File: src/design/obq_pkg.sv
`timescale 1ns / 1ps
package obq_pkg;
    localparam int SampleW = 24;
    localparam int StateW  = 32;
    localparam int CoefW   = 32;
    localparam int GainW   = 16;
    localparam int CfgIdxW = 3;

    localparam logic signed [CoefW-1:0] PRE_B0 = 32'sd33374600;
    localparam logic signed [CoefW-1:0] PRE_A1 = 32'sd465351653;
    localparam logic signed [CoefW-1:0] PRE_A2 = 32'sd66749200 - 32'sd268435456;
    localparam logic signed [CoefW-1:0] PRE_B2 = -32'sd33374600;
    localparam logic signed [16:0] DRY_MIX = 17'sd16384;
    localparam logic signed [16:0] WET_MIX = 17'sd16384;

    localparam logic signed [StateW-1:0] GUARD_LIMIT = 32'sd2013265920;
    localparam logic [27:0] TANH_K  = 28'd226492416;

    localparam logic [CfgIdxW-1:0] REG_SLOPE = 3'd0;
    localparam logic [CfgIdxW-1:0] REG_GAIN  = 3'd1;
    localparam logic [CfgIdxW-1:0] REG_B0    = 3'd2;
    localparam logic [CfgIdxW-1:0] REG_B1    = 3'd3;
    localparam logic [CfgIdxW-1:0] REG_B2    = 3'd4;
    localparam logic [CfgIdxW-1:0] REG_A1    = 3'd5;
    localparam logic [CfgIdxW-1:0] REG_A2    = 3'd6;

    typedef struct packed {
        logic start;
        logic busy;
    } t_div_ctl;

    function automatic logic signed [StateW-1:0] sat32(input logic signed [49:0] v);
        if (v > 50'sd2147483647) return 32'sh7fffffff;
        if (v < -50'sd2147483648) return 32'sh80000000;
        return v[StateW-1:0];
    endfunction
endpackage

File: src/design/obq_div.sv
`timescale 1ns / 1ps
module obq_div (
    input  logic                i_clk,
    input  logic                i_rst_n,
    input  obq_pkg::t_div_ctl   i_ctl,
    input  logic [53:0]         i_num,
    input  logic [31:0]         i_den,
    output logic [53:0]         o_quo,
    output logic                o_done
);
    import obq_pkg::*;
    logic [53:0] r_quo;
    logic [32:0] r_rem;
    logic [5:0]  r_cnt;
    logic        r_run;
    logic [33:0] w_try;
    assign w_try = {r_rem, r_quo[53]} - {2'b0, i_den};
    always_ff @(posedge i_clk) begin
        if (!i_rst_n) begin
            r_run <= 1'b0;
            r_cnt <= '0;
        end else if (i_ctl.start) begin
            r_run <= 1'b1;
            r_cnt <= 6'd54;
        end else if (r_run) begin
            r_cnt <= r_cnt - 6'd1;
            if (r_cnt == 6'd1) r_run <= 1'b0;
        end
        if (i_ctl.start) begin
            r_quo <= i_num;
            r_rem <= '0;
        end else if (r_run) begin
            if (!w_try[33]) begin
                r_rem <= w_try[32:0];
                r_quo <= {r_quo[52:0], 1'b1};
            end else begin
                r_rem <= {r_rem[31:0], r_quo[53]};
                r_quo <= {r_quo[52:0], 1'b0};
            end
        end
    end
    assign o_quo  = r_quo;
    assign o_done = !r_run && !i_ctl.start;
endmodule

File: config.mk
export PLATFORM = sky130hd
export DESIGN_NAME = obq_div
export DESIGN_NICKNAME = d
export VERILOG_FILES = /design/src/design/obq_pkg.sv /design/src/design/obq_div.sv
export SDC_FILE = /design/constraint.sdc
export NUM_CORES = 1
export LEC_CHECK = 0
export ABC_CLOCK_PERIOD_IN_PS = 5000
export BUFFER_PORTS_ARGS = -buffer_cell sky130_fd_sc_hd__buf_4
export CELL_PAD_IN_SITES_DETAIL_PLACEMENT = 1
export CELL_PAD_IN_SITES_GLOBAL_PLACEMENT = 1
export CORE_MARGIN = 2
export CORE_UTILIZATION = 44
export DETAILED_ROUTE_END_ITERATION = 12
export PLACE_DENSITY_LB_ADDON = 0.1
export SYNTH_ARGS = -nofsm -noshare
export SYNTH_HDL_FRONTEND = slang
export SYNTH_SLANG_ARGS = --single-unit
File: constraint.sdc
create_clock -name i_clk -period 5 [get_ports i_clk]
set_input_delay 0.5 -clock i_clk [delete_from_list [all_inputs] [get_ports i_clk]]
set_output_delay 0.5 -clock i_clk [all_outputs]
set_load 0.1 [all_outputs]
# [Word-level counts from Yosys, hierarchy flattened]
# Cells that the tools add are included.
[word_totals] wordCells=23 reg_bits=94 out_inout_bits=55 input_bits=90
[op_classes] addsub=2 mux=9 n_eq_ne=1 bitwise=1 n_reduce_logical=5
[op_table] op="two-way mux 54 bit" n=2
[op_table] op="subtractor 34 x 32 -> 34 bit" n=1
[op_table] op="two-way mux 33 bit" n=1
[op_table] op="two-way mux 6 bit" n=2
[op_table] op="== test 6 x 1 -> 1 bit (second input constant)" n=1
[op_table] op="subtractor 6 x 1 -> 6 bit (second input constant)" n=1
[op_table] op="two-way mux 1 bit" n=4
[op_table] op="logical NOT 1 bit" n=2
[op_table] op="nonzero test 2 bit" n=1
[op_table] op="OR reduction 2 bit" n=1
[op_table] op="logical AND 1 bit" n=1
[op_table] op="NOT 1 bit" n=1

# [Logic depth before layout (Yosys ltp)]
# Gate-level depths: netlist of run 1.
[logic_depth] depth_word=4 ltp_mapped=12 depth_no_buf=11

# [Least setup slack after synthesis of run 1]
# No wires, ideal clock.
[synth_path] path_kind="input -> register" start="input i_ctl[1] (netlist bit)" end="register r_quo[0] (netlist: o_quo[0]), enable pin" path_slack_ns=0.850 stages=3 n_path_buf=1 setup_ns=0.563 arrival_ns=3.587 path_cell_list="clkbuf_1 nor2_1 inv_1"
[synth_between] elab_chain_cells=1
[synth_lines] element="from (decl)" line="obq_div.sv:5" text="input obq_pkg::t_div_ctl i_ctl,"
[synth_lines] element="nonzero test 2 bit (no line)"
[synth_lines] element="to (signal assigned)" line="obq_div.sv:30" text="r_quo <= i_num;"
[synth_lines] element="to (signal assigned)" line="obq_div.sv:35" text="r_quo <= {r_quo[52:0], 1'b1};"
[synth_lines] element="to (signal assigned)" line="obq_div.sv:38" text="r_quo <= {r_quo[52:0], 1'b0};"
[synth_lines] element="to (decl)" line="obq_div.sv:12" text="logic [53:0] r_quo;"
# Every way passes these cells.
# A chain may end at the register's enable or synchronous reset.

# [Final worst setup path of run 1]
[layout_path] start="register r_rem[25]" end="register r_rem[19]"
[layout_between] elab_chain_cells=2
[layout_lines] element="from (decl)" line="obq_div.sv:13" text="logic [32:0] r_rem;"
[layout_lines] element="from (signal assigned)" line="obq_div.sv:34" text="r_rem <= w_try[32:0];"
[layout_lines] element="from (signal assigned)" line="obq_div.sv:37" text="r_rem <= {r_rem[31:0], r_quo[53]};"
[layout_lines] element="subtractor 34 x 32 -> 34 bit" line="obq_div.sv:17" text="assign w_try = {r_rem, r_quo[53]} - {2'b0, i_den};"
[layout_lines] element="two-way mux 33 bit" line="obq_div.sv:33" text="if (!w_try[33]) begin"
# Every way passes these cells.

==> flow_summary.toml, run 1 <==
[detailed_routing]
drtAntennaViolNets = 0
vias = 5364
drc = 0
wl_per_cell_um = 18.9
drt_iter0_markers = 380
wl_mm = 17.8
drt_pass1_iterations = 4
vias_per_cell = 5.69

[floorplanning]
die_area_um2 = 14800
io_pins = 145
initial_core_util = 0.455
die_w_um = 122
core-area_um2 = 13400
rows = 42
die_height_um = 122

[global_route]
grt_max_degree = 68
grt_use_met2 = 0.443
use_met1 = 0.296
grt-ovfl-total = 0
met3_usage = 0.0543
grt_pass1_vias = 5745
grt_usage = 0.246
grt_first_pass_wirelength_mm = 28.8
grt_antenna_before_repair = 0
gr-max-usage-layer = "met2"

[synthesis]
synth.distinct_cells = 65
yosys_warnings = 0
synth_top_cell_by_area = "edfxtp_1"
synthTopCellsByArea = "edfxtp_1, dfxtp_1, mux2_2, ha_1, nand2_1"
async_flop_share = 0
synth.yosys.seq_area_share = 0.398
yosysMostFrequentCell = "nand2_1"
synth_common_cells = "nand2_1, edfxtp_1, mux2_2"
syn_nets = 762
synth_edf_count = 54
syn_area_um2 = 6090
synth_top_flop_cell = "edfxtp_1"
synth-seq-cells = 94
synth_top_area_share = 0.266
synthCells = 637
avgSynthCellArea_um2 = 9.56

[run_status]
status = "finished, final reports clean"

[cells_and_area]
drive_gt1_frac = 0.294
diodes = 0
final_nets = 886
area_growth_syn_to_layout_pct = 24.1

[power]
pwr-share-comb = 0.384
switching_share = 0.402
powerDensity_nw_per_um2 = 374
leakage_nw = 3.23
internal-power_w = 0.00169
vdd_drop_max_mv = 0.266
clockPowerShare = 0.270
finalPower_w = 0.00282
pwr-share-seq = 0.347
switchingPower_w = 0.00113

[timing]
layout_setup_ws_ns = 1.51
skew_ns = 0.00560
max_slew_margin = 0.228
fin_tns_setup_ns = 0
fin_crit_ns = 3.49
rsz0062_at_grt = "no"
finalCritPeriodShare = 0.698
holdWs_ns = 0.418
slew_viol_final = 0
max_slew.worst_pin.slew_ns = 1.16
hold_viol_final = 0
setup_viol = 0
fmax_mhz = 286

[setup_path]
worstSetupPathType = "flip-flop to flip-flop"
cpMostUsedCell = "a211oi_1"
max_stage_delay_ns = 0.93
rrSetupSlack_ns = 1.51
startpoint = "r_rem[25]$_SDFFE_PP0P_"
endpoint = "r_rem[19]$_SDFFE_PP0P_"
critical_path.max_fanout = 37
critPathCaptureType = "flip-flop"
cp-start-kind = "flip-flop"
crit_required_ns = 5.24
reg2reg_to = "r_rem[19]$_SDFFE_PP0P_"
cp_cell_sequence = "ha_1 -> a211oi_1 -> nor3_1 -> a211oi_1 -> nand3_1 -> o221ai_4 -> o21ai_0 -> a22o_1"
r2r-start = "r_rem[25]$_SDFFE_PP0P_"
r2r.worst_path.cells = 8
cp.arrival_ns = 3.74
slowest_stage = "o221ai_4"

[clocking]
cts_sinks = 94
cts_setup_buffers = 0
htree_num_levels = 3
clock_tree.root_cell = "clkbuf_16"
cts_buffers = 9
cts_max_path_buffers = 2
cts_tree = "built"
post_cts_resized = 0
clk_pin_slew_ns = 0.07
insertion_delay_ns = 0.35
cts_hold_buf = 0

[run]
cap_violations = 0

[worst_hold_path]
hold_path.class = "input port to flip-flop"

[place]
io_buffer_count = 143
gp_congestion = 0.903
post-dp-hpwl_mm = 13.1
pre_cts_ws_ns = 1.22
-- cell type report --
cell class                      instances  area [µm²]
Clock buffer                           10         229
Clock inverter                          6        91.3
Fill cell                            1560        5840
Inverter                               43         161
Multi-Input combinational cell        467        3340
Sequential cell                        94        2420
Tap cell                              176         220
Timing Repair Buffer                  146        1100
-- critical path, delay by kind of cell (launching register included) --
family	cells	cell delay, ns
compound gates	5	2.28
fa+ha+maj	1	0.42
flops	1	0.33
simple gates	2	0.35
-- metrics by stage --
step                cell area, µm²  cells   util
finish                        7560    942  0.564
global route                  7560    942  0.564
CTS                           7560    942  0.564
detailed placement            7240    926  0.540
global placement              7240    926  0.540
floorplan                     6090    637      -
-- placed cells by master (no fill, tap or decap), types with 4 or more instances in the layout --
master,count
buf_4,146
nand2_1,68
mux2_2,54
edfxtp_1,54
nor2_1,48
inv_1,42
dfxtp_1,39
o21ai_0,37
ha_1,34
a21oi_1,30
xnor2_1,20
a311oi_1,20
o21a_1,14
nand3_1,14
a21o_1,12
clkbuf_16,9
nand4_1,8
nor3_1,7
a211oi_1,6
o211ai_1,6
a31oi_1,6
nand2b_1,6
nor2b_1,5
and3_1,5
or3_1,5
xor2_1,5
a32oi_1,4
a21boi_0,4
-- worst min-delay path by stage --
stage,start,end,slack (ns),cells after the start
after floorplan,r_rem[22]$_SDFFE_PP0P_,r_rem[22]$_SDFFE_PP0P_,0.45,2
after global placement,r_rem[22]$_SDFFE_PP0P_,r_rem[22]$_SDFFE_PP0P_,0.48,2
after detailed placement,r_rem[22]$_SDFFE_PP0P_,r_rem[22]$_SDFFE_PP0P_,0.49,2
after CTS,i_rst_n,r_cnt[5]$_SDFFE_PN0N_,0.41,2
after global routing,i_rst_n,r_cnt[5]$_SDFFE_PN0N_,0.42,2
final,i_rst_n,r_cnt[5]$_SDFFE_PN0N_,0.42,2
-- layer usage --
layer | up-vias | part of all wire
met5 | - | 0
met4 | 0 | 0.024
met3 | 25 | 0.032
met2 | 97 | 0.52
met1 | 2651 | 0.42
li1 | 2591 | -
-- state kept, by name (all words and copies together) (netlist names) --
signal  flops
r_run       1
o_quo      54
r_rem      33
r_cnt       6
-- kinds of logic (layout without fill, tap and decap cells) --
logic type / after synthesis / after routing / synth area share
AOI/OAI and AO/OA: 170 / 170 / 0.197
xor gates and xnor gates: 25 / 25 / 0.0359
adders and majority gates: 35 / 35 / 0.0731
buffers and inverters: 76 / 205 / 0.0544
DFF: 94 / 94 / 0.398
muxes: 55 / 55 / 0.101
and+or+nand+nor: 182 / 182 / 0.141
-- power by group through the flow --
stage                     Combinational (W)  Clock, W  Sequential, W
after CTS                           0.00109  0.000779       0.000981
after detailed placement            0.00108         0       0.000997
after global placement              0.00105         0       0.000989
after floorplan                    0.000507         0        0.00132
final                               0.00108  0.000762       0.000979
after global routing                0.00116  0.000809       0.000993
Note: power is estimated with default switching activity, not from simulation.
==> run 2: changes to the inputs <==
Settings changed: ABC_CLOCK_PERIOD_IN_PS 5000 to 3500, CORE_UTILIZATION 44 to 41.
Clock period 5 ns to 3.5 ns, I/O delays scaled along.
==> flow_summary.toml, run 2 (synthesis results as in run 1) <==
[setup_path]
endpoint = "r_rem[7]$_SDFFE_PP0P_"
rrSetupSlack_ns = 0.45
critical_path.max_fanout = 18
cp.arrival_ns = 3.31
crit_required_ns = 3.76
r2r.worst_path.cells = 9
cp-start-kind = "flip-flop"
worstSetupPathType = "flip-flop to flip-flop"
reg2reg_to = "r_rem[7]$_SDFFE_PP0P_"
critPathCaptureType = "flip-flop"
r2r-start = "r_rem[15]$_SDFFE_PP0P_"
startpoint = "r_rem[15]$_SDFFE_PP0P_"

[global_route]
grt_pass1_vias = 5707
grt_usage = 0.222
grt-ovfl-total = 0
grt_first_pass_wirelength_mm = 28.5
grt_max_degree = 55
grt_antenna_before_repair = 0

[floorplanning]
core-area_um2 = 14500
io_pins = 145
die_w_um = 126
rows = 44
die_height_um = 126
die_area_um2 = 15800
initial_core_util = 0.419

[timing]
slew_viol_final = 0
max_slew_margin = 0.582
max_slew.worst_pin.slew_ns = 0.626
fmax_mhz = 328
holdWs_ns = 0.252
setup_viol = 0
rsz0062_at_grt = "no"
finalCritPeriodShare = 0.871
hold_viol_final = 0
fin_crit_ns = 3.05
skew_ns = 0.00962
fin_tns_setup_ns = 0

[clocking]
cts_buffers = 9
cts_hold_buf = 0
cts_max_path_buffers = 2
cts_sinks = 94
clock_tree.root_cell = "clkbuf_16"
insertion_delay_ns = 0.35
cts_setup_buffers = 0
cts_tree = "built"
clk_pin_slew_ns = 0.07
post_cts_resized = 0
htree_num_levels = 3

[power]
vdd_drop_max_mv = 0.280
finalPower_w = 0.00400
powerDensity_nw_per_um2 = 518
leakage_nw = 3.32

[place]
io_buffer_count = 143
gp_congestion = 0.858
post-dp-hpwl_mm = 13.2
placed_cells = 953

[run]
cap_violations = 0

[detailed_routing]
vias = 5316
wl_per_cell_um = 18.0
drtAntennaViolNets = 0
drc = 0
drt_iter0_markers = 279
wl_mm = 17.5
drt_pass1_iterations = 4
vias_per_cell = 5.49

[cells_and_area]
drive_gt1_frac = 0.313
final_nets = 905
final_cells = 969
area_growth_syn_to_layout_pct = 26.8
final_common_cell = "buf_4"
diodes = 0
largest_reg_flops = 54
final_cell_mix = "buf_4, nand2_1, mux2_2, edfxtp_1, nor2_1"

[worst_hold_path]
hold_path.class = "input port to flip-flop"

[run_status]
status = "finished, final reports clean"
run 2: layer usage:
| layer | wire length [µm] | part of all wire | global-route usage |
|---|---|---|---|
| met1 | 7670 | 0.44 | 0.272 |
| met3 | 443 | 0.025 | 0.0336 |
| met4 | 589 | 0.034 | 0.0937 |
| met5 | 0 | 0 | 0 |
| met2 | 8760 | 0.50 | 0.387 |
run 2: area by class of cell:
type	count	area (µm²)
clock buffers	9	225
well taps	184	230
multi-input cells	467	3340
flip-flops and latches	94	2420
repair buffers	165	1280
clock inverters	7	65.1
fillers	1693	6810
inverters	43	161
run 2: per-stage QoR:
step                cell area (µm²)  utilization  setup slack (ns)
global placement               7430        0.511             0.356
CTS                            7720        0.531             0.400
finish                         7720        0.531             0.451
detailed placement             7430        0.511             0.259
floorplan                      6090            -             0.316
global route                   7720        0.531             0.198
run 2: report_power, final:
group	internal, W	total, W	switching (W)
Sequential	0.00130	0.00139	0.0000846
Clock	0.000499	0.000982	0.000483
Combinational	0.000541	0.00163	0.00109
run 2: critical path, stage by stage, from the launching register on:
cell,delay [ns]
dfxtp_1,0.34
ha_1,0.41
nand4_1,0.18
or3b_1,0.41
a211o_1,0.30
a21boi_4,0.21
o221a_2,0.54
buf_4,0.24
nand2_1,0.07
a311oi_1,0.26
run 2: worst min path at each step:
| stage | slack, ns | startpoint | endpoint | cells after the start |
|---|---|---|---|---|
| 3_5_place_dp | 0.49 | r_rem[18]$_SDFFE_PP0P_ | r_rem[18]$_SDFFE_PP0P_ | 2 |
| 2_1_floorplan | 0.45 | r_rem[22]$_SDFFE_PP0P_ | r_rem[22]$_SDFFE_PP0P_ | 2 |
| 3_3_place_gp | 0.48 | r_rem[21]$_SDFFE_PP0P_ | r_rem[21]$_SDFFE_PP0P_ | 2 |
| 5_1_grt | 0.26 | i_rst_n | r_cnt[5]$_SDFFE_PN0N_ | 2 |
| 4_1_cts | 0.24 | i_rst_n | r_cnt[5]$_SDFFE_PN0N_ | 2 |
| 6_report | 0.25 | i_rst_n | r_cnt[5]$_SDFFE_PN0N_ | 2 |
